[src/rtl/ipcpwm_pkg.sv]
// Shared widths, types, stage counts and register indexes for the inverse
// Park/Clarke PWM duty core. No dependencies.
package ipcpwm_pkg;

   localparam int unsigned VOLT_W       = 16;
   localparam int unsigned ANGLE_BITS   = 16;
   localparam int unsigned QUARTER_W    = ANGLE_BITS - 2;
   localparam int unsigned DUTY_W       = 13;
   localparam int unsigned PWM_PERIOD   = 4800;
   localparam int unsigned SINE_W       = 32;
   localparam int unsigned NUM_W        = 29;

   localparam int unsigned SINE_STAGES  = 4;
   localparam int unsigned XFORM_STAGES = 6;
   localparam int unsigned DIV_STAGES   = DUTY_W;
   localparam int unsigned LATENCY      = SINE_STAGES + XFORM_STAGES + DIV_STAGES;

   localparam int unsigned REQ_W        = 32;
   localparam int unsigned RSP_W        = 40;

   typedef logic [DUTY_W-1:0]        duty_type;
   typedef logic signed [SINE_W-1:0] sine_type;
   typedef logic [NUM_W-1:0]         num_type;

   // scaled phase word handed from the transform to the divider
   typedef struct packed {
      num_type num;
      logic    cap;
   } scaled_type;

   typedef enum logic {
      CSR_SUPPLY = 1'b0,
      CSR_LIMIT  = 1'b1
   } csr_addr_type;

   localparam duty_type          PERIOD_COUNT = DUTY_W'(PWM_PERIOD);
   localparam logic [VOLT_W-1:0] LIMIT_RESET  = 16'd2048;

endpackage

[src/rtl/ipcpwm_div.sv]
// Pipelined restoring divider, one quotient bit per stage, that turns a
// scaled phase numerator into a PWM compare count. Depends on ipcpwm_pkg.
module ipcpwm_div (
   input  logic                               clock,
   input  logic                               advance,
   input  ipcpwm_pkg::scaled_type             scaled,
   input  logic [ipcpwm_pkg::VOLT_W-1:0]      supply,
   output ipcpwm_pkg::duty_type               duty
);

   localparam int unsigned NS = ipcpwm_pkg::DIV_STAGES;

   ipcpwm_pkg::num_type  rem_ff  [NS-1];
   ipcpwm_pkg::duty_type quot_ff [NS];
   logic                 cap_ff  [NS];

   for (genvar g = 0; g < NS; g++) begin : g_stage
      localparam int unsigned BIT = NS - 1 - g;

      ipcpwm_pkg::num_type  rem_src;
      ipcpwm_pkg::num_type  dsh;
      ipcpwm_pkg::duty_type q_src;
      logic                 cap_src;
      logic                 ge;

      if (g == 0) begin : g_first
         assign rem_src = scaled.num;
         assign q_src   = '0;
         assign cap_src = scaled.cap;
      end else begin : g_next
         assign rem_src = rem_ff[g-1];
         assign q_src   = quot_ff[g-1];
         assign cap_src = cap_ff[g-1];
      end

      assign dsh = ipcpwm_pkg::NUM_W'(supply) << BIT;
      assign ge  = rem_src >= dsh;

      always_ff @(posedge clock) begin
         if (advance) begin
            quot_ff[g] <= q_src | (ge ? (ipcpwm_pkg::duty_type'(1) << BIT) : '0);
            cap_ff[g]  <= cap_src;
         end
      end

      if (g < NS - 1) begin : g_rem
         always_ff @(posedge clock) begin
            if (advance) begin
               rem_ff[g] <= ge ? (rem_src - dsh) : rem_src;
            end
         end
      end
   end

   // zero supply forces zero duty; a phase at or above supply is full duty
   always_comb begin
      if (supply == '0) begin
         duty = '0;
      end else if (cap_ff[NS-1]) begin
         duty = ipcpwm_pkg::PERIOD_COUNT;
      end else begin
         duty = quot_ff[NS-1];
      end
   end

endmodule

[config.mk]
export PLATFORM = sky130hd
export DESIGN_NAME = ipcpwm_div
export DESIGN_NICKNAME = d
export VERILOG_FILES = /design/src/rtl/ipcpwm_pkg.sv /design/src/rtl/ipcpwm_div.sv
export SDC_FILE = /design/constraint.sdc
export NUM_CORES = 1
export LEC_CHECK = 0
export BUFFER_PORTS_ARGS = -buffer_cell sky130_fd_sc_hd__clkbuf_2
export CAP_MARGIN = 10
export CORE_MARGIN = 3
export CORE_UTILIZATION = 40
export CTS_BUF_LIST = sky130_fd_sc_hd__clkbuf_4
export CTS_CLUSTER_SIZE = 24
export DETAILED_ROUTE_END_ITERATION = 10
export PLACE_DENSITY = 0.54
export SYNTH_ARGS = -nofsm -noshare
export SYNTH_HDL_FRONTEND = slang
export SYNTH_SLANG_ARGS = --single-unit
[constraint.sdc]
create_clock -name clock -period 4.1 [get_ports clock]
set_clock_uncertainty 0.1 [all_clocks]
set_input_delay 0.205 -clock clock [delete_from_list [all_inputs] [get_ports clock]]
set_output_delay 0.205 -clock clock [all_outputs]
set_load 0.01 [all_outputs]
==> metrics.yaml <==
outcome:
  status: "complete, no violations"
floorplanning:
  core_um2: 66500
  die_area_um2: 70900
  ioPinCount: 61
  die_width_um: 266
  die_h_um: 266
  row_count: 94
  start_util_pct: 40.8
synthesis:
  synth_fp_nets: 2717
  synth-main-ff-cell: "edfxtp_1"
  yosysSeqAreaShare_pct: 50.1
  synth_edf_count: 452
  ys_warn_count: 0
  synthCells: 2449
  synth_cell_type_count: 85
  ys_ff_latch: 452
  synth-async-reset-ratio_pct: 0
  synth_area_per_cell_um2: 11.1
  syn_area_um2: 27100
worst_setup_path:
  worstSetupPathType: "input port to flip-flop"
  cp.arrival_ns: 4.70
  worst_r2r_path_depth: 12
  slowest_stage: "dlygate4sd3_1"
  cp.required_ns: 4.70
  startpoint: "supply[2]"
  critical_path.max_fanout: 24
  slowest_delay_ns: 0.56
  critical_path_buf_inv_count: 7
  reg2reg_from: "rem_ff[0][67]$_DFFE_PP_"
  path_depth: 16
  path_cells: "dlygate4sd3_1, clkbuf_2, inv_1, buf_12, ha_1, o21a_1, o31a_1, o41ai_2, o21ai_1, or4_1, a211o_1, buf_4, nor2_1, dlygate4sd3_1, a21oi_1, dlygate4sd3_1"
  endpoint_kind: "flip-flop"
  cp-start-kind: "input port"
  cp_common_cell: "dlygate4sd3_1"
  crit_family: "buffers and inverters"
drt:
  wire_per_inst_um: 19.0
  vias: 20323
  first_iter_violations: 1158
  wl_um: 70600
  viasPerCell: 5.48
  firstDrtPassIters: 5
  ant_nets: 0
  post-route-drc-count: 0
power_and_ir_drop:
  cellLeakagePower_nw: 12.1
  power_per_cell_area_nw_per_um2: 633
  peakVddDrop_mv: 0.290
sta:
  drv_slew: 0
  clock.fmax_mhz: 244
  maxSlewHeadroom_pct: 32.0
  finalSetupTns_ns: 0
  finalSetupViolations: 0
  worst_pin_slew_ns: 0.995
  hold_viol_final: 0
  period_needed_ns: 4.10
  whs_ns: 0.129
  fin_crit_sh_pct: 100
clock_network:
  clkSlewWorstSetupHoldPaths_ns: 0.08
  htree_levels: 4
  cts_setup_buffers: 0
  cts_root_buf: "clkbuf_4"
  numCtsBuffers: 134
  cts_sinks: 452
  insertion_delay_ns: 0.95
  cts_tree: "done"
  ctsLongestPathBuffers: 3
cells_and_area:
  final_cell_mix: "edfxtp_1, nor2_1, ha_1"
  layout.cells.non_filler: 3707
  drive_gt1_share_pct: 14.7
  syn_to_final_growth_pct: 16.3
  final_common_cell: "edfxtp_1"
  nNetsFinal: 3019
  fillers: 6077
run:
  cap_viol_max_count: 0
place:
  place_inst: 3394
  routabilityCongestion: 0.886
  numPortBuffers: 60
  hpwl_um: 50900
min_path:
  hold_start: "supply[11]"
  hold_path_depth: 6
  hold_class: "input port to flip-flop"
global_routing:
  overflow: 0
  antenna_found_initial: 2
  grtUsageTotal_pct: 20.2
  grt_max_degree: 93
  grt_pass1_vias: 20306
  grt_pass1_wl_um: 111000
[layout make-up]
class / count / area (um^2) / share of cell area [%]
Inverter: 97 / 364 / 1.16
Clock inverter: 39 / 277 / 0.878
Timing Repair Buffer: 218 / 1870 / 5.95
Multi-Input combinational cell: 1848 / 12900 / 41.1
Sequential cell: 452 / 13600 / 43.1
Clock buffer: 183 / 1370 / 4.36
Tap cell: 864 / 1080 / 3.43
Antenna cell: 6 / 15.0 / 0.0477
[state kept, by name, indices dropped and copies added, names as in the netlist]
signal / cells
cap_ff: 13
rem_ff: 348
quot_ff: 91
[worst paths after layout]
path,to,slack (ns)
max,rem_ff[0][14]$_DFFE_PP_,0.002
min,rem_ff[1][48]$_DFFE_PP_,0.13
max reg2reg,rem_ff[0][97]$_DFFE_PP_,0.56
min reg2reg,quot_ff[1][8]$_DFFE_PP_,0.30
[synth_stat cells, types with 10 or more instances]
cell type	instances	area, um^2
nand3_1	49	245
a31oi_1	16	100
edfxtp_1	452	13600
o21bai_1	14	105
nand2_1	171	642
buf_2	12	60.1
nand4b_1	10	87.6
ha_1	208	2600
fa_1	12	240
nor3_1	58	290
clkbuf_1	33	124
a211oi_1	25	188
mux2_2	41	462
o31ai_1	20	150
nor4_1	36	225
o31a_1	14	123
or4_1	12	90.1
o21ai_0	136	681
nand3b_1	10	75.1
o21a_1	39	293
and2_1	13	81.3
nand4_1	33	206
nor2b_1	30	188
inv_1	96	360
nor2_1	209	785
a21o_1	59	443
a21oi_1	206	1030
and3_1	19	119
nor4b_1	13	114
xnor2_1	120	1050
xor2_1	92	806
or3_1	16	100
nand2b_1	26	163
or2_2	13	81.3
[stage by stage]
step / setup WS [ns] / cell area [um^2] / utilization, % / power [mW]
global placement: 0.434 / 29000 / 43.6 / 15.6
detailed placement: 0.380 / 29000 / 43.6 / 15.7
global route: -0.00555 / 31500 / 47.4 / 21.5
CTS: 0.200 / 31500 / 47.4 / 20.2
floorplan: 0.916 / 27100 / - / 13.4
finish: 0.00172 / 31500 / 47.4 / 19.9
[tightest hold or removal path: stages]
cell and delay (ns):
clkbuf_2 0.09, inv_1 0.09, buf_12 0.21, ha_1 0.23, a211oi_1 0.07, o31ai_1 0.18
[repair_timing]
| item | 4_1_cts | 5_1_grt |
|---|---|---|
| endpoints found under the hold margin | 383 | 0 |
| setup endpoints to repair | 0 | 5 |
| resized for setup | 0 | 2 |
| hold buffers | 85 | 0 |
[cells by family after synthesis]
group / count (synthesis) / share of synthesized area (%)
compound gates: 624 / 14.6
xor+xnor: 212 / 6.85
fa+ha+maj: 220 / 10.5
buf+inv: 149 / 2.25
flops: 452 / 50.1
mux: 43 / 1.78
simple gates: 749 / 13.9
[power breakdown]
group          switching [mW]  internal, mW
Clock                    1.98          2.26
Sequential              0.890          6.84
Combinational            4.38          3.58
Total                    7.25          12.7
[layer usage]
layer	routed length, um	global-route usage, %	share of wire (%)
met1	30700	24.7	43
met2	35100	34.8	50
met3	2500	4.18	3.5
met4	2340	8.05	3.3
met5	0	0	0
Note: power is estimated with default switching activity, not from simulation.
