[config.mk]
export PLATFORM = sky130hd
export DESIGN_NAME = ipcpwm_sine
export DESIGN_NICKNAME = d
export VERILOG_FILES = /design/src/rtl/ipcpwm_pkg.sv /design/src/rtl/ipcpwm_sine.sv
export SDC_FILE = /design/constraint.sdc
export NUM_CORES = 2
export LEC_CHECK = 0
export BUFFER_PORTS_ARGS = -buffer_cell sky130_fd_sc_hd__buf_2
export CAP_MARGIN = 20
export CORE_UTILIZATION = 50
export CTS_BUF_LIST = sky130_fd_sc_hd__clkbuf_8
export DETAILED_ROUTE_END_ITERATION = 6
export PLACE_DENSITY = 0.73
export SLEW_MARGIN = 10
export SYNTH_ARGS = -nofsm -noshare
export SYNTH_HDL_FRONTEND = slang
export SYNTH_SLANG_ARGS = --single-unit
[constraint.sdc]
create_clock -name clock -period 12.62 [get_ports clock]
set_clock_uncertainty 0.1 [all_clocks]
set_input_delay 2.524 -clock clock [delete_from_list [all_inputs] [get_ports clock]]
set_output_delay 2.524 -clock clock [all_outputs]
set_load 0.005 [all_outputs]
[src/rtl/ipcpwm_pkg.sv]
// Shared widths, types, stage counts and register indexes for the inverse
// Park/Clarke PWM duty core. No dependencies.
package ipcpwm_pkg;

   localparam int unsigned VOLT_W       = 16;
   localparam int unsigned ANGLE_BITS   = 16;
   localparam int unsigned QUARTER_W    = ANGLE_BITS - 2;
   localparam int unsigned DUTY_W       = 13;
   localparam int unsigned PWM_PERIOD   = 4800;
   localparam int unsigned SINE_W       = 32;
   localparam int unsigned NUM_W        = 29;

   localparam int unsigned SINE_STAGES  = 4;
   localparam int unsigned XFORM_STAGES = 6;
   localparam int unsigned DIV_STAGES   = DUTY_W;
   localparam int unsigned LATENCY      = SINE_STAGES + XFORM_STAGES + DIV_STAGES;

   localparam int unsigned REQ_W        = 32;
   localparam int unsigned RSP_W        = 40;

   typedef logic [DUTY_W-1:0]        duty_type;
   typedef logic signed [SINE_W-1:0] sine_type;
   typedef logic [NUM_W-1:0]         num_type;

   // scaled phase word handed from the transform to the divider
   typedef struct packed {
      num_type num;
      logic    cap;
   } scaled_type;

   typedef enum logic {
      CSR_SUPPLY = 1'b0,
      CSR_LIMIT  = 1'b1
   } csr_addr_type;

   localparam duty_type          PERIOD_COUNT = DUTY_W'(PWM_PERIOD);
   localparam logic [VOLT_W-1:0] LIMIT_RESET  = 16'd2048;

endpackage

[src/rtl/ipcpwm_sine.sv]
// Four-stage fixed-point sine of a turn fraction (odd polynomial over a
// quarter turn, Q30 result). Depends on ipcpwm_pkg.
module ipcpwm_sine (
   input  logic                                clock,
   input  logic                                advance,
   input  logic [ipcpwm_pkg::ANGLE_BITS-1:0]   angle,
   output ipcpwm_pkg::sine_type                sine
);

   localparam int unsigned QW = ipcpwm_pkg::QUARTER_W;
   localparam logic [30:0] SIN_A = 31'd1686629713;
   localparam logic [29:0] SIN_B = 30'd688904866;
   localparam logic [26:0] SIN_C = 27'd76016977;

   // stage A: fold into a quarter turn, square
   logic [QW:0]     k_in;
   logic [2*QW+1:0] ksq_in;
   logic [30:0]     x2_in;
   logic [QW:0]     k_a_ff;
   logic            neg_a_ff;
   logic [30:0]     x2_a_ff;

   always_comb begin
      k_in   = angle[QW] ? ((QW+1)'(1 << QW) - {1'b0, angle[QW-1:0]})
                         : {1'b0, angle[QW-1:0]};
      ksq_in = (2*QW+2)'(k_in) * (2*QW+2)'(k_in);
      x2_in  = 31'(ksq_in) << (30 - 2*QW);
   end

   always_ff @(posedge clock) begin
      if (advance) begin
         k_a_ff   <= k_in;
         neg_a_ff <= angle[QW+1];
         x2_a_ff  <= x2_in;
      end
   end

   // stage B: inner term B - x2*C
   logic [57:0] p1_in;
   logic [29:0] in1_in;
   logic [QW:0] k_b_ff;
   logic        neg_b_ff;
   logic [30:0] x2_b_ff;
   logic [29:0] in1_b_ff;

   always_comb begin
      p1_in  = 58'(x2_a_ff) * 58'(SIN_C);
      in1_in = SIN_B - 30'(p1_in[57:30]);
   end

   always_ff @(posedge clock) begin
      if (advance) begin
         k_b_ff   <= k_a_ff;
         neg_b_ff <= neg_a_ff;
         x2_b_ff  <= x2_a_ff;
         in1_b_ff <= in1_in;
      end
   end

   // stage C: middle term A - x2*inner
   logic [60:0] p2_in;
   logic [30:0] in2_in;
   logic [QW:0] k_c_ff;
   logic        neg_c_ff;
   logic [30:0] in2_c_ff;

   always_comb begin
      p2_in  = 61'(x2_b_ff) * 61'(in1_b_ff);
      in2_in = SIN_A - p2_in[60:30];
   end

   always_ff @(posedge clock) begin
      if (advance) begin
         k_c_ff   <= k_b_ff;
         neg_c_ff <= neg_b_ff;
         in2_c_ff <= in2_in;
      end
   end

   // stage D: multiply by x and apply the half-turn sign
   logic [QW+31:0]        p3_in;
   logic [30:0]           mag_in;
   ipcpwm_pkg::sine_type  sine_in;
   ipcpwm_pkg::sine_type  sine_d_ff;

   always_comb begin
      p3_in   = (QW+32)'(k_c_ff) * (QW+32)'(in2_c_ff);
      mag_in  = p3_in[QW+30:QW];
      sine_in = neg_c_ff ? -$signed({1'b0, mag_in}) : $signed({1'b0, mag_in});
   end

   always_ff @(posedge clock) begin
      if (advance) begin
         sine_d_ff <= sine_in;
      end
   end

   assign sine = sine_d_ff;

endmodule

==> results.py <==
metrics = {
    "clock_tree": {
        "cts_buffer_depth": 2,
        "clock_sinks": 195,
        "htreeDepth": 4,
        "cts.repair.resized": 0,
        "cts_buffers": 17,
        "ctsHoldBuffers": 0,
        "postCtsSetupBuffers": 0,
        "insertion_delay_ns": 0.69,
        "clock-root-buffer": "clkbuf_8",
        "clkTransAtPathRegs_ns": 0.12,
        "cts_tree": "done",
    },
    "layout": {
        "layout_commonest_cell": "inv_1",
        "nets": 9278,
        "area_delta_synth_final_pct": 3.83,
        "instances_no_fill": 8777,
        "drive_above_1_share_pct": 3.16,
        "final_area_um2": 70700,
        "final_cell_mix": "1730 x inv_1, 1529 x fa_1, 836 x nand2_1, 751 x ha_1, 654 x and2_1",
    },
    "critical_path": {
        "end_kind": "flop",
        "worst_r2r_path_depth": 25,
        "reg2reg_setup_slack_ns": 2.14,
        "path_max_fanout": 10,
        "r2r_start": "in1_b_ff[10]",
        "cp_top_family": "adder cells",
        "arrival_ns": 10.94,
        "critPathRequiredTime_ns": 12.94,
        "critPathBufInv": 6,
        "start_kind": "primary input",
        "critPathKind": "in -> reg",
        "cp_slowest_cell": "xor2_1",
        "critPathMaxStageDelay_ns": 0.63,
        "rr_endpoint": "in2_c_ff[28]",
    },
    "floorplanning": {
        "die_y_um": 371,
        "ios": 50,
        "start_util_pct": 50.3,
        "fp-row-count": 135,
        "fp.dieW_um": 371,
        "die_area_um2": 138000,
        "fp.coreArea_um2": 135000,
    },
    "route": {
        "vias": 47400,
        "vias_per_cell": 5.40,
        "drcViolationCount": 0,
        "drt_iter0_markers": 3094,
        "routedWlPerCell_um": 18.5,
        "postRouteWirelength_mm": 163,
        "ant_nets": 0,
        "dr.pass1.iters": 6,
    },
    "sta": {
        "max_freq_mhz": 94.2,
        "fin_crit_sh_pct": 84.1,
        "worst_pin_slew_ns": 1.20,
        "relSlewSlack_pct": 19.8,
        "tns_ns": 0,
        "rsz0062_at_grt": "no",
        "fin_crit_ns": 10.62,
        "setup_violations": 0,
        "final-hold-violation-count": 0,
        "post-route-worst-setup-slack_ns": 2.00,
        "drv_slew": 0,
    },
    "synthesis": {
        "synth.cell_area_um2": 68100,
        "synth_seq_cells": 195,
        "avgSynthCellArea_um2": 9.60,
        "seq_area_frac_synth_pct": 8.60,
        "synth-edff-count": 195,
        "netlist-cell-type-count": 102,
        "synth_cells": 7090,
        "yosys_warnings": 0,
        "synthArstFlopShare_pct": 0,
        "synth_flop_cell": "edfxtp_1",
    },
    "worst_hold_path": {
        "hp-start": "k_b_ff[10]",
        "hold_class": "reg -> reg",
        "hold_end": "k_c_ff[10]",
        "whs_path_depth": 0,
    },
    "place": {
        "hpwlAfterDp_mm": 131,
        "placedCellCount": 8736,
        "gp_congestion": 0.894,
        "place_area_um2": 70200,
        "io_buffers": 49,
        "pre_cts_ws_ns": 1.40,
    },
    "grt": {
        "grt_pass1_vias": 52100,
        "grt.total_usage_pct": 24.8,
        "grt_overflow": 0,
        "grt_max_degree": 80,
        "antenna_found_initial": 4,
        "grt_pass1_wl_mm": 268,
    },
    "run_status": {
        "status": "finished clean",
    },
    "flow_run": {
        "drv_cap": 0,
    },
}
-- cell usage after synthesis, types with 5 or more instances --
cell	count	area, um2
a211oi_1	15	113
clkinv_1	8	30.0
nand4_1	27	169
a31oi_1	17	106
o21ai_1	9	45.0
a221oi_1	5	43.8
o211ai_1	13	97.6
clkbuf_1	278	1040
o21ai_0	86	430
fa_1	1529	30600
o21a_1	15	113
nor3b_1	6	45.0
a311oi_1	5	43.8
a2111oi_0	5	43.8
and3_1	23	144
xnor2_1	129	1130
nand3b_1	5	37.5
nor2b_1	11	68.8
nor4_1	7	43.8
o31a_1	7	61.3
nor2_1	142	533
xor2_1	67	587
nand2b_1	21	131
a21o_1	80	601
nand2_1	836	3140
ha_1	751	9400
nor3_1	35	175
inv_1	1729	6490
a211o_1	7	61.3
nand3_1	29	145
or2_2	8	50.1
or3_1	24	150
o21bai_1	17	128
edfxtp_1	195	5860
a21oi_1	154	771
o31ai_1	18	135
and2_1	654	4090
o22ai_1	9	56.3
-- cell type report --
| cell class | instances | area [um2] |
|---|---|---|
| Antenna cell | 3 | 7.51 |
| Clock buffer | 17 | 234 |
| Clock inverter | 15 | 183 |
| Fill cell | 12100 | 64600 |
| Inverter | 1737 | 6520 |
| Multi-Input combinational cell | 4892 | 54700 |
| Sequential cell | 195 | 5860 |
| Tap cell | 1781 | 2230 |
| Timing Repair Buffer | 137 | 960 |
-- stage by stage --
step           util (%)  hold WS (ns)
5_1_grt            52.2         0.338
6_report           52.2         0.333
2_1_floorplan         -         0.300
4_1_cts            52.2         0.334
3_3_place_gp       51.9         0.303
3_5_place_dp       51.9         0.305
-- layer usage --
| metal | vias to the layer above | part of all wire (%) | track usage [%] | routed length [um] |
|---|---|---|---|---|
| li1 | 21000 | - | - | - |
| met1 | 24300 | 40 | 32.0 | 65600 |
| met2 | 1665 | 50 | 42.4 | 80500 |
| met3 | 352 | 7.0 | 3.79 | 11400 |
| met4 | 4 | 3.1 | 8.05 | 5030 |
| met5 | - | 0.021 | 0 | 34 |
-- sequential cells by signal (all words and copies together), names as in the netlist --
register / flops
in1_b_ff: 30
in2_c_ff: 31
k_a_ff: 15
k_b_ff: 15
k_c_ff: 15
neg_a_ff: 1
neg_b_ff: 1
neg_c_ff: 1
sine: 32
x2_a_ff: 27
x2_b_ff: 27
-- worst max-delay path by stage --
stage	startpoint	to	slack (ns)	depth (start not counted)
global placement	angle[0]	x2_a_ff[30]	1.44	28
global route	angle[0]	x2_a_ff[30]	1.48	31
CTS	x2_b_ff[13]	in2_c_ff[30]	2.04	28
floorplan	angle[0]	x2_a_ff[30]	2.57	29
finish	angle[0]	x2_a_ff[30]	2.00	31
detailed placement	angle[0]	x2_a_ff[30]	1.40	28
-- logic make-up (layout without fill, tap and decap cells) --
logic type	Yosys count	in the layout	share of synthesized area (%)
other	2	23	0.0110
and+or+nand+nor	1853	1853	13.5
muxes	4	4	0.0588
DFF	195	195	8.60
xor gates and xnor gates	197	197	2.55
adders and majority gates	2280	2280	58.8
AOI/OAI and AO/OA	538	538	5.37
buffers and inverters	2021	1906	11.2
-- worst reg2reg max path, stage by stage, from the launching register on --
cell and delay (ns):
edfxtp_1 1.02, buf_4 0.41, nand2_1 0.11, fa_1 0.52, fa_1 0.43, fa_1 0.52, fa_1 0.61, fa_1 0.44
fa_1 0.51, fa_1 0.44, fa_1 0.50, inv_1 0.04, ha_1 0.51, nand4_1 0.36, or3_1 0.50, a2111oi_0 0.56
nor4b_1 0.22, xnor2_1 0.25, o31ai_1 0.17, a311oi_1 0.57, o22ai_1 0.31, o31ai_1 0.49, and2_1 0.26, a211oi_1 0.09
o21ai_1 0.23, xnor2_1 0.09
Power is not shown: default switching activity piles up to over one toggle a cycle in this logic, so the estimate is an artifact.
